[config.mk]
export PLATFORM = sky130hd
export DESIGN_NAME = base64_stream_decoder_core
export DESIGN_NICKNAME = d
export VERILOG_FILES = /design/src/b64sd_pkg.sv /design/src/base64_stream_decoder_core.sv
export SDC_FILE = /design/constraint.sdc
export NUM_CORES = 1
export LEC_CHECK = 0
export BUFFER_PORTS_ARGS = -buffer_cell sky130_fd_sc_hd__buf_2
export CAP_MARGIN = 20
export CORE_ASPECT_RATIO = 0.7
export CORE_MARGIN = 5
export CORE_UTILIZATION = 40
export CTS_CLUSTER_DIAMETER = 50
export DETAILED_ROUTE_END_ITERATION = 10
export MAX_ROUTING_LAYER = met4
export PLACE_DENSITY = 0.54
export RECOVER_POWER = 50
export SLEW_MARGIN = 0
export SYNTH_ARGS = -nofsm -noshare
export SYNTH_HDL_FRONTEND = slang
export SYNTH_SLANG_ARGS = --single-unit
[constraint.sdc]
create_clock -name i_clk -period 3.39 [get_ports i_clk]
set_clock_uncertainty 0.05 [all_clocks]
set_input_delay 0.5085 -clock i_clk [delete_from_list [all_inputs] [get_ports i_clk]]
set_output_delay 0.5085 -clock i_clk [all_outputs]
set_load 0.1 [all_outputs]
[src/b64sd_pkg.sv]
`timescale 1ns / 1ps
`default_nettype none

package b64sd_pkg;

    // Symbol codes from the character classifier. Values below 64 are data.
    localparam logic [6:0] SYM_PAD  = 7'd64;
    localparam logic [6:0] SYM_SKIP = 7'd65;

    // Tuple phase. The eighth code is never entered and acts as an error.
    typedef enum logic [2:0] {
        PH_0     = 3'd0,
        PH_1     = 3'd1,
        PH_2     = 3'd2,
        PH_3     = 3'd3,
        PH_PAD1  = 3'd4,
        PH_DONE  = 3'd5,
        PH_ERR   = 3'd6
    } t_phase;

    // Maps one raw character to its 6-bit value, the pad code or the skip code.
    function automatic logic [6:0] classify(input logic [7:0] c, input logic url);
        logic [6:0] sym;
        sym = SYM_SKIP;
        if (c inside {["A":"Z"]}) begin
            sym = 7'(c - 8'h41);
        end else if (c inside {["a":"z"]}) begin
            sym = 7'(c - 8'h61 + 8'd26);
        end else if (c inside {["0":"9"]}) begin
            sym = 7'(c - 8'h30 + 8'd52);
        end else if (c == 8'h3d) begin
            sym = SYM_PAD;
        end else if (url && c == 8'h2d) begin
            sym = 7'd62;
        end else if (url && c == 8'h5f) begin
            sym = 7'd63;
        end else if (!url && c == 8'h2b) begin
            sym = 7'd62;
        end else if (!url && c == 8'h2f) begin
            sym = 7'd63;
        end
        return sym;
    endfunction

endpackage

`default_nettype wire

[src/base64_stream_decoder_core.sv]
`timescale 1ns / 1ps
`default_nettype none

// Streaming Base64 decoder (standard or URL-safe alphabet, chosen by the
// one-bit configuration register). It takes one encoded character per input
// word and returns decoded bytes on the output channel, followed by one
// status word when a character is marked as the end of a message. A
// character is classified and folded into the tuple state in the cycle it is
// accepted, and all result words it causes (zero to four) are captured at
// once into a small result register. That register is then drained one word
// per cycle while the output is not stalled. A new character is taken in the
// same cycle the last pending result word leaves, so the block sustains one
// character per cycle whenever the output is not stalled and each character
// causes at most one result word; a character that completes a tuple (three
// bytes) or also ends a message holds the input until all of its result words
// have left. Characters outside the alphabet are dropped without producing
// data bytes. The status word carries out_byte zero and flags a
// malformed-padding error seen since the start of the message. The
// configuration register must only be written while the block is idle.
module base64_stream_decoder_core
    import b64sd_pkg::*;
(
    input  wire logic       i_clk,
    input  wire logic       i_rst_n,
    // Configuration: alphabet select, 1 picks the URL-safe alphabet
    input  wire logic       i_cfg_we,
    input  wire logic       i_cfg_data,
    // Input channel
    input  wire logic       i_in_valid,
    output logic            o_in_stall,
    input  wire logic [7:0] i_in_char,
    input  wire logic       i_end_of_message,
    // Output channel
    output logic            o_out_valid,
    input  wire logic       i_out_stall,
    output logic [7:0]      o_out_byte,
    output logic            o_is_status,
    output logic            o_decode_error,
    output logic            o_last_of_run
);

    logic         r_url_alpha;
    t_phase       r_phase, n_phase;
    logic [17:0]  r_acc, n_acc;

    // Result register: up to three data bytes, then an optional status word.
    logic         r_valid, n_valid;
    logic [7:0]   r_byte0, r_byte1, r_byte2;
    logic [1:0]   r_ndata;
    logic         r_status;
    logic         r_err;
    logic [1:0]   r_pos, n_pos;

    logic         in_accept;
    logic         out_take;
    logic         out_last;
    logic [6:0]   sym;
    logic         is_data;
    logic [5:0]   dval;
    logic [23:0]  full_word;
    t_phase       tuple_phase;
    logic [1:0]   b_ndata;
    logic [7:0]   b_byte0, b_byte1, b_byte2;
    logic         b_err;

    always_ff @(posedge i_clk) begin
        if (!i_rst_n) begin
            r_url_alpha <= 1'b0;
        end else if (i_cfg_we) begin
            r_url_alpha <= i_cfg_data;
        end
    end

    assign sym       = classify(i_in_char, r_url_alpha);
    assign is_data   = (sym < SYM_PAD);
    assign dval      = sym[5:0];
    assign full_word = {r_acc, dval};

    // Next tuple state for the accepted character.
    always_comb begin
        tuple_phase = r_phase;
        n_acc       = r_acc;
        if (sym != SYM_SKIP) begin
            case (r_phase)
                PH_0: begin
                    if (is_data) begin
                        n_acc       = {12'd0, dval};
                        tuple_phase = PH_1;
                    end else begin
                        tuple_phase = PH_ERR;
                    end
                end
                PH_1: begin
                    if (is_data) begin
                        n_acc       = {r_acc[11:0], dval};
                        tuple_phase = PH_2;
                    end else begin
                        tuple_phase = PH_ERR;
                    end
                end
                PH_2: begin
                    if (is_data) begin
                        n_acc       = {r_acc[11:0], dval};
                        tuple_phase = PH_3;
                    end else begin
                        tuple_phase = PH_PAD1;
                    end
                end
                PH_3: begin
                    if (is_data) begin
                        n_acc       = 18'd0;
                        tuple_phase = PH_0;
                    end else begin
                        tuple_phase = PH_DONE;
                    end
                end
                PH_PAD1: tuple_phase = is_data ? PH_ERR : PH_DONE;
                PH_DONE: tuple_phase = PH_ERR;
                default: tuple_phase = r_phase;
            endcase
        end
        // Error is judged on the phase after this character's update.
        b_err   = (tuple_phase == PH_ERR) || (tuple_phase == t_phase'(3'd7));
        n_phase = tuple_phase;
        if (i_end_of_message) begin
            n_phase = PH_0;
            n_acc   = 18'd0;
        end
    end

    // Data bytes released by the accepted character.
    always_comb begin
        b_ndata = 2'd0;
        b_byte0 = full_word[23:16];
        b_byte1 = full_word[15:8];
        b_byte2 = full_word[7:0];
        if (sym != SYM_SKIP) begin
            case (r_phase)
                PH_2: begin
                    if (!is_data) begin
                        b_ndata = 2'd1;
                        b_byte0 = r_acc[11:4];
                    end
                end
                PH_3: begin
                    if (is_data) begin
                        b_ndata = 2'd3;
                    end else begin
                        b_ndata = 2'd2;
                        b_byte0 = r_acc[17:10];
                        b_byte1 = r_acc[9:2];
                    end
                end
                default: b_ndata = 2'd0;
            endcase
        end
    end

    // Drain control. The last pending word leaving frees the register.
    assign out_last   = r_status ? (r_pos == r_ndata) : (r_pos == r_ndata - 2'd1);
    assign out_take   = r_valid && !i_out_stall;
    assign o_in_stall = r_valid && !(out_take && out_last);
    assign in_accept  = i_in_valid && !o_in_stall;

    always_comb begin
        n_valid = r_valid;
        n_pos   = r_pos;
        if (out_take) begin
            if (out_last) begin
                n_valid = 1'b0;
            end else begin
                n_pos = r_pos + 2'd1;
            end
        end
        if (in_accept) begin
            n_valid = (b_ndata != 2'd0) || i_end_of_message;
            n_pos   = 2'd0;
        end
    end

    always_ff @(posedge i_clk) begin
        if (!i_rst_n) begin
            r_phase <= PH_0;
            r_acc   <= 18'd0;
            r_valid <= 1'b0;
            r_pos   <= 2'd0;
        end else begin
            r_valid <= n_valid;
            r_pos   <= n_pos;
            if (in_accept) begin
                r_phase <= n_phase;
                r_acc   <= n_acc;
            end
        end
    end

    always_ff @(posedge i_clk) begin
        if (in_accept) begin
            r_byte0  <= b_byte0;
            r_byte1  <= b_byte1;
            r_byte2  <= b_byte2;
            r_ndata  <= b_ndata;
            r_status <= i_end_of_message;
            r_err    <= b_err;
        end
    end

    assign o_out_valid    = r_valid;
    assign o_is_status    = (r_pos == r_ndata);
    assign o_decode_error = o_is_status && r_err;
    assign o_last_of_run  = out_last;

    always_comb begin
        if (o_is_status) begin
            o_out_byte = 8'd0;
        end else begin
            case (r_pos)
                2'd0:    o_out_byte = r_byte0;
                2'd1:    o_out_byte = r_byte1;
                default: o_out_byte = r_byte2;
            endcase
        end
    end

endmodule

`default_nettype wire

==> results of run 1 <==
-- per-layer routing --
metal / track usage / part of all wire
met1: 0.237 / 0.50
met3: 0.0287 / 0.079
met4: 0.0252 / 0.0042
met2: 0.240 / 0.42
met5: - / 0
-- layout make-up --
class | instances | area, sq um
sequential | 53 | 1340
tap | 98 | 123
clock buffer | 6 | 72.6
fill | 713 | 3840
clock inverter | 2 | 15.0
multi-input combinational | 220 | 1490
timing repair buffer | 50 | 292
inverter | 14 | 52.6
-- tightest hold or removal path: stages --
cell and delay, ps:
buf_2 80, mux2i_1 60, nor2_1 70
-- power by group through the flow --
stage | clock network [mW] | registers [mW] | logic, mW
floorplan | 0 | 0.743 | 0.274
global placement | 0 | 0.744 | 0.374
detailed placement | 0 | 0.744 | 0.374
CTS | 0.364 | 0.729 | 0.375
global route | 0.391 | 0.734 | 0.398
finish | 0.352 | 0.730 | 0.371
-- per-stage QoR --
stage	hold WS [ps]	total power, mW	util	std cells
2_1_floorplan	381	1.02	-	299
3_3_place_gp	404	1.12	0.459	435
3_5_place_dp	411	1.12	0.459	435
4_1_cts	399	1.47	0.472	443
5_1_grt	409	1.52	0.469	443
6_report	400	1.45	0.469	443
-- placed cells by master, fill, tap and decap left out, types with 2 or more instances in the layout --
cell type	netlist	final
nand2_1	32	32
nor2_1	29	29
edfxtp_1	28	28
dfxtp_1	25	25
a21oi_1	22	22
buf_2	1	21
a22oi_1	20	20
buf_4	0	19
inv_1	14	14
nand3_1	14	14
ha_1	10	10
mux2_2	8	8
clkbuf_1	9	8
xnor2_1	7	7
nor3_1	7	7
and3_1	5	5
clkbuf_8	0	5
o21ai_0	4	4
xor2_1	3	3
mux2i_1	3	3
o211ai_1	3	3
a31oi_1	3	3
nor3b_1	3	3
a21o_1	2	2
nand2b_1	2	2
o21a_1	2	2
a211o_1	2	2
nand3b_1	2	2
nor4_4	2	2
or3_1	2	2
nand4b_1	2	2
clkinvlp_4	0	2
clkbuf_2	1	2
-- sequential cells by signal, summed over array words and instances (netlist names) --
register / count
r_status: 1
r_byte2: 8
r_url_alpha: 1
r_pos: 2
r_byte1: 8
r_byte0: 8
o_out_valid: 1
r_phase: 3
r_acc: 18
r_ndata: 2
r_err: 1
-- synthesized netlist by cell type (all sizes together) (2+ instances only) --
| library cell | number | share of area |
|---|---|---|
| buf | 2 | 0.0055 |
| inv | 14 | 0.018 |
| a21o | 2 | 0.0051 |
| mux2i | 3 | 0.010 |
| nand4b | 2 | 0.0060 |
| nor4 | 3 | 0.017 |
| a31oi | 4 | 0.011 |
| nand2 | 32 | 0.041 |
| nand2b | 2 | 0.0043 |
| nor4b | 2 | 0.0081 |
| mux2 | 8 | 0.031 |
| nand3b | 2 | 0.0051 |
| nor2b | 2 | 0.0068 |
| o311ai | 2 | 0.0085 |
| xor2 | 3 | 0.0089 |
| edfxtp | 28 | 0.29 |
| nor3 | 7 | 0.012 |
| nor2 | 29 | 0.037 |
| ha | 10 | 0.043 |
| nand3 | 14 | 0.024 |
| a211o | 2 | 0.0060 |
| dfxtp | 25 | 0.17 |
| or3 | 2 | 0.0043 |
| xnor2 | 7 | 0.021 |
| o21ai | 5 | 0.0085 |
| nor3b | 3 | 0.0077 |
| and2 | 2 | 0.0051 |
| a21oi | 22 | 0.037 |
| a311oi | 2 | 0.0081 |
| and3 | 5 | 0.011 |
| o211ai | 3 | 0.0077 |
| a22oi | 20 | 0.051 |
| o21a | 2 | 0.0051 |
| clkbuf | 10 | 0.013 |
-- logic make-up after synthesis --
group,Yosys count,synth area share
and+or+nand+nor,112,0.203
AOI/OAI and AO/OA,77,0.191
DFF,53,0.456
buffers and inverters,26,0.0366
muxes,11,0.0409
xor gates and xnor gates,10,0.0298
adders and majority gates,10,0.0426
-- how the worst min path moves through the flow --
stage | slack [ps] | startpoint | depth (start not counted) | endpoint
after CTS | 400 | i_cfg_data | 3 | r_url_alpha
after detailed placement | 410 | r_acc[1] | 0 | r_byte2[7]
after global routing | 410 | i_cfg_data | 3 | r_url_alpha
after floorplan | 380 | r_acc[2] | 0 | r_byte1[0]
after global placement | 400 | r_acc[3] | 0 | r_byte1[1]
final | 400 | i_cfg_data | 3 | r_url_alpha
==> flow_summary_export.csv, run 1 <==
group,metric,value,unit
setup_path,rr_startpoint,"r_ndata[0]",
setup_path,arrival,3050,ps
yosys,synth_area,2940,sq um
setup_path,worstSetupStartpointType,"primary input",
yosys,synth_seq_area_share,0.456,
yosys,syn_nets,324,
place,placed_area,3320,sq um
setup_path,reg2reg_to,"r_byte2[0]",
die,die_area,9190,sq um
clocking,post_cts_buffers,0,
place,gp_congestion,0.906,
timing,fin_crit_sh,0.900,
setup_path,path_depth,14,
setup_path,worstSetupPathType,"primary input to flop",
die,core,7220,sq um
timing,max_freq,0.328,GHz
final_layout,finalInstanceArea,3380,sq um
yosys,ys_ff_latch,53,
setup_path,max_stage_delay,310,ps
drt,viasPerCell,5.44,
drt,drtIter0Drc,226,
final_layout,nets,369,
clocking,cts_buffers,5,
pwr,p_clk_frac,0.242,
setup_path,reg2reg_slack,500,ps
setup_path,cp_max_fo,8,
drt,drc,0,
timing,min_period,3050,ps
clocking,cts-root-buf,"clkbuf_8",
drt,wirelength,6950,um
clocking,clkTransAtPathRegs,80,ps
timing,finalSetupViolCount,0,
timing,finalWorstSetupSlack,340,ps
die,dieHeight,81.7,um
yosys,async_reset_ff_frac,0,
drt,antenna_left,0,
timing,worst_slew_pin_slew,1170,ps
final_layout,drive_above_1_share,0.206,
pwr,p_int,963,uW
clocking,cts_max_level,2,
clocking,cts_max_path_buffers,2,
yosys,syn_avg_cell_area,9.83,sq um
setup_path,critPathTopFamily,"buffers and inverters",
yosys,ys.flop_type,"edfxtp_1",
yosys,yosysWarnings,0,
setup_path,path_cells,"buf_2 -> inv_1 -> ha_1 -> a21boi_1 -> nand3_1 -> clkbuf_4 -> nand2_1 -> clkbuf_1 -> nand3_1 -> a211o_1 -> nor4_4 -> nor4_4 -> buf_4 -> mux2_2",
place,numPortBuffers,27,
place,dp_slack,62.8,ps
clocking,clk_latency,300,ps
die,die_w,112,um
pwr,switchingPower,490,uW
clocking,holdBufCountCts,0,
setup_path,required,3390,ps
setup_path,endpoint_kind,"flop",
final_layout,antenna_cells,0,
timing,slew_headroom,0.225,
global_route,first_global_vias,2271,
outcome,status,"finished clean",
run,maxCapViolations,0,
global_route,grt_antenna_before_repair,0,
global_route,grt_start_max_net_pins,23,
clocking,clock-sinks,53,
place,post-dp-hpwl,5170,um
drt,via_count,2412,
yosys,postSynthCellCount,299,
global_route,grt_use_total,0.162,
setup_path,cp_slowest_cell,"a211o_1",
global_route,grt_overflow_total,0,
pwr,p_sw_frac,0.337,
die,start_util,0.407,
pwr,p_per_area,429,nW/um^2
setup_path,crit_end,"r_byte0[0]",
clocking,cts_tree,"done",
min_path,hp-class,"primary input to flop",
timing,final_hold_viol_count,0,
global_route,grt_pass1_wl,11600,um
die,placementRows,26,
timing,maxSlewViolCount,0,
setup_path,r2r_cells,7,
yosys,synth-edff-count,28,
setup_path,cp-startpoint,"i_in_char[0]",
timing,setup-tns-final,0,ps
pwr,irDropWorstVdd,0.181,mV
pwr,p_comb_frac,0.255,
drt,dr.pass1.iters,4,
pwr,power_frac_seq,0.502,
drt,wire_per_inst,15.7,um
yosys,yosysUniqueCellTypes,62,
timing,rsz0062_at_grt,"false",
pwr,p_leak,1.32,nW
die,pin_count,28,
clocking,cts_resized,0,
setup_path,crit_buf_inv,5,
final_layout,syn2layout_area_growth,15.1,%
Note: power is estimated with default switching activity, not from simulation.
==> run 2: changes to the inputs <==
Settings changed: BUFFER_PORTS_ARGS -buffer_cell sky130_fd_sc_hd__buf_2 to default, DONT_BUFFER_PORTS from default to 1, PLACE_DENSITY 0.54 to 0.5, RECOVER_POWER 50 to 100.
==> flow_summary_export.csv, run 2 (synthesis results as in run 1) <==
group,metric,value,unit
global_route,grt_use_total,0.158,
timing,finalSetupViolCount,0,
die,die_w,112,um
setup_path,cp_max_fo,8,
clocking,clkTransAtPathRegs,100,ps
setup_path,worstSetupPathType,"primary input to flop",
clocking,cts-root-buf,"clkbuf_8",
final_layout,final_cell_mix,"32 x nand2_1, 29 x nor2_1, 28 x edfxtp_1",
timing,slew_headroom,0.185,
place,gp_congestion,0.896,
pwr,p_per_area,444,nW/um^2
clocking,clock-sinks,53,
setup_path,path_cells,"inv_1 -> ha_1 -> a21o_1 -> o311ai_0 -> nand2_1 -> and3_1 -> o221ai_2 -> nor4_4 -> nor4_4 -> buf_4 -> mux2_2",
timing,maxSlewViolCount,0,
place,post-dp-hpwl,5030,um
global_route,grt_antenna_before_repair,0,
drt,drtIter0Drc,101,
clocking,cts_tree,"done",
final_layout,layout_commonest_cell,"nand2_1",
clocking,cts_max_level,2,
clocking,cts_buffers,5,
final_layout,syn2layout_area_growth,10.2,%
timing,worst_slew_pin_slew,1220,ps
timing,rsz0062_at_grt,"false",
setup_path,crit_buf_inv,2,
timing,hold_slack,241,ps
setup_path,worstSetupStartpointType,"primary input",
final_layout,antenna_cells,0,
die,core,7220,sq um
drt,dr.pass1.iters,4,
die,start_util,0.407,
outcome,status,"finished clean",
setup_path,required,3400,ps
die,dieHeight,81.7,um
die,pin_count,28,
clocking,clk_latency,310,ps
setup_path,arrival,3130,ps
global_route,first_global_vias,2190,
die,die_area,9190,sq um
setup_path,reg2reg_slack,510,ps
global_route,grt_overflow_total,0,
setup_path,max_stage_delay,340,ps
timing,final_hold_viol_count,0,
clocking,holdBufCountCts,0,
timing,setup-tns-final,0,ps
die,placementRows,26,
pwr,irDropWorstVdd,0.170,mV
global_route,grt_start_max_net_pins,23,
clocking,post_cts_buffers,0,
global_route,grt_pass1_wl,11200,um
drt,viasPerCell,5.49,
timing,fin_crit_sh,0.918,
final_layout,drive_above_1_share,0.171,
clocking,cts_resized,0,
final_layout,nets,340,
setup_path,critPathTopFamily,"simple AND/OR/NAND/NOR gates",
run,maxCapViolations,0,
min_path,hp-class,"primary input to flop",
timing,min_period,3110,ps
setup_path,crit_path_frequent_cell,"nor4_4",
final_layout,largest_reg_flops,18,
drt,drc,0,
timing,max_freq,0.321,GHz
place,numPortBuffers,0,
clocking,cts_max_path_buffers,2,
setup_path,cp_slowest_cell,"nand2_1",
drt,antenna_left,0,
drt,wire_per_inst,16.4,um
final_layout,fill_cells,685,
drt,via_count,2273,
final_layout,largest_register,"r_acc",
drt,wirelength,6780,um
setup_path,endpoint_kind,"flop",
pwr,p_leak,1.21,nW
[run 2: cell types whose count changed in the layout (fill, tap and decap cells not counted), moves of 6 or more]
cell / before / now
buf_4: 19 / 8
a21oi_2: 0 / 8
buf_2: 21 / 0
a21oi_1: 22 / 14
clkbuf_1: 8 / 2
clkbuf_2: 2 / 11
[run 2: metrics by stage]
| step | power, mW | cells | util | area (sq um) | setup WS (ps) |
|---|---|---|---|---|---|
| floorplan | 1.02 | 299 | - | 2940 | 126 |
| global placement | 1.10 | 406 | 0.444 | 3200 | 134 |
| detailed placement | 1.10 | 406 | 0.444 | 3200 | 150 |
| CTS | 1.47 | 414 | 0.457 | 3300 | 474 |
| global route | 1.51 | 414 | 0.449 | 3240 | 163 |
| finish | 1.44 | 414 | 0.449 | 3240 | 277 |
[run 2: layer usage]
metal / up-vias / wire length [um] / global-route usage
met5: - / 0 / -
met2: 52 / 2900 / 0.240
met3: 4 / 439 / 0.0405
met4: 0 / 55 / 0.0360
met1: 1077 / 3380 / 0.216
li1: 1140 / - / -
[run 2: path summary, 6_finish.rpt]
check / from / endpoint / depth (start not counted)
worst max register to register: o_out_valid / r_byte2[6] / 5
worst min register to register: r_acc[1] / r_acc[1] / 2
worst max-delay path: i_in_char[2] / r_byte0[0] / 11
worst min-delay path: i_end_of_message / r_status / 0
[run 2: area by class of cell]
type                            count  area [sq um]  share of cell area
Clock inverter                      3          25.0             0.00772
Clock buffer                        5          68.8              0.0212
Multi-Input combinational cell    220          1510               0.465
Sequential cell                    53          1340               0.414
Timing Repair Buffer               21           123              0.0378
Tap cell                           98           123              0.0378
Inverter                           14          52.6              0.0162
[run 2: worst reg2reg max path, cell delays in order, from the launching register on]
cell,delay [ps]
dfxtp_1,320
clkbuf_1,900
o21ai_0,420
nand2_1,330
inv_1,160
clkbuf_2,370
[run 2: report_power, final]
group | leakage (nW) | switching [mW] | total (mW) | internal [mW]
registers | 0.482 | 0.0182 | 0.729 | 0.710
clock network | 0.0447 | 0.219 | 0.369 | 0.150
logic | 0.681 | 0.249 | 0.340 | 0.0917
==> run 3: changes to the inputs <==
Settings changed: CTS_CLUSTER_DIAMETER 50 to 60, PLACE_DENSITY 0.5 to default, PLACE_DENSITY_LB_ADDON from default to 0.08, SKIP_CTS_REPAIR_TIMING from default to 1.
==> flow_summary_export.csv, run 3 (synthesis results as in run 1) <==
group,metric,value,unit
outcome,status,"finished clean",
final_layout,layout_commonest_cell,"nand2_1",
timing,min_period,3140,ps
pwr,p_clk_frac,0.258,
clocking,cts_tree,"done",
final_layout,utilization,0.447,
pwr,p_leak,1.20,nW
min_path,hold_path_depth,0,
clocking,cts_max_path_buffers,2,
timing,slew_headroom,0.190,
place,numPortBuffers,0,
timing,fin_crit_sh,0.925,
pwr,p_per_area,445,nW/um^2
global_route,grt_start_max_net_pins,23,
setup_path,arrival,3160,ps
global_route,grt_antenna_before_repair,0,
final_layout,antenna_cells,0,
clocking,clock-sinks,53,
clocking,clkTransAtPathRegs,100,ps
min_path,hp-class,"primary input to flop",
clocking,cts-root-buf,"clkbuf_8",
final_layout,syn2layout_area_growth,9.70,%
die,pin_count,28,
setup_path,worstSetupPathType,"primary input to flop",
drt,viasPerCell,5.47,
pwr,switchingPower,487,uW
final_layout,final_cell_mix,"32 x nand2_1, 29 x nor2_1, 28 x edfxtp_1",
drt,antenna_left,0,
drt,dr.pass1.iters,4,
pwr,p_sw_frac,0.339,
drt,wirelength,6600,um
pwr,power_frac_seq,0.508,
timing,finalSetupViolCount,0,
global_route,grt_overflow_total,0,
final_layout,drive_above_1_share,0.162,
die,placementRows,26,
setup_path,worstSetupStartpointType,"primary input",
timing,worst_slew_pin_slew,1210,ps
run,maxCapViolations,0,
timing,hold_slack,235,ps
final_layout,fill_cells,710,
setup_path,reg2reg_slack,450,ps
pwr,p_comb_frac,0.234,
setup_path,r2r_cells,9,
global_route,grt_use_total,0.151,
timing,setup-tns-final,0,ps
final_layout,nets,339,
drt,drtIter0Drc,113,
place,gp_congestion,0.939,
clocking,cts_max_level,2,
place,post-dp-hpwl,4920,um
timing,final_hold_viol_count,0,
clocking,cts_buffers,5,
place,dp_cells,405,
die,die_area,9190,sq um
die,core,7220,sq um
final_layout,final_cells,413,
drt,via_count,2259,
timing,max_freq,0.319,GHz
setup_path,cp_max_fo,8,
die,start_util,0.407,
setup_path,required,3410,ps
final_layout,largest_reg_flops,18,
timing,maxSlewViolCount,0,
pwr,irDropWorstVdd,0.194,mV
global_route,grt_pass1_wl,10600,um
drt,drc,0,
timing,rsz0062_at_grt,"false",
setup_path,endpoint_kind,"flop",
global_route,first_global_vias,2078,
drt,wire_per_inst,16.0,um
pwr,p_int,949,uW
die,die_w,112,um
die,dieHeight,81.7,um
clocking,clk_latency,310,ps
final_layout,largest_register,"r_acc",
==> run 3: cell types whose count changed in the layout (fill, tap and decap cells not counted), sizes merged <==
cell	change
buf	-3
clkbuf	+2
==> run 3: critical path, stage by stage <==
cell,delay [ps]
inv_1,70
ha_1,290
and3_1,210
a31o_1,260
a311oi_1,470
and3_1,270
o221ai_2,150
nor4_4,320
nor4_4,80
clkbuf_2,230
mux2_2,320
==> run 3: cell type report <==
type                    instances  area (sq um)  area share
clock buffers                   5          68.8      0.0213
clock inverters                 3          25.0     0.00776
inverters                      14          52.6      0.0163
multi-input cells             220          1510       0.467
flip-flops and latches         53          1340       0.416
well taps                      98           123      0.0380
repair buffers                 20           109      0.0337
==> run 3: power groups by stage <==
| stage | Sequential (mW) | Combinational (mW) | Clock, mW |
|---|---|---|---|
| after floorplan | 0.743 | 0.274 | 0 |
| after global placement | 0.745 | 0.353 | 0 |
| after detailed placement | 0.744 | 0.351 | 0 |
| after CTS | 0.729 | 0.353 | 0.379 |
| after global routing | 0.733 | 0.361 | 0.408 |
| final | 0.730 | 0.336 | 0.370 |
==> run 3: per-layer routing <==
metal  vias up  track usage  part of all wire
li1       1127            -                 -
met1      1066        0.215              0.51
met2        59        0.219              0.42
met3         7       0.0302             0.055
met4         0       0.0444             0.012
met5         -            -                 0
==> run 3: through the flow <==
| step | worst slack [ps] | total power, mW | cell area (sq um) |
|---|---|---|---|
| after global routing | 152 | 1.50 | 3230 |
| final | 255 | 1.44 | 3230 |
| after global placement | 143 | 1.10 | 3200 |
| after CTS | 441 | 1.46 | 3290 |
| after detailed placement | 120 | 1.10 | 3200 |
| after floorplan | 126 | 1.02 | 2940 |
==> run 3: final timing paths <==
kind,end,from
min,r_status,i_end_of_message
max,r_byte0[7],i_in_char[2]
min reg2reg,r_byte2[6],r_acc[0]
max reg2reg,r_byte0[7],r_url_alpha
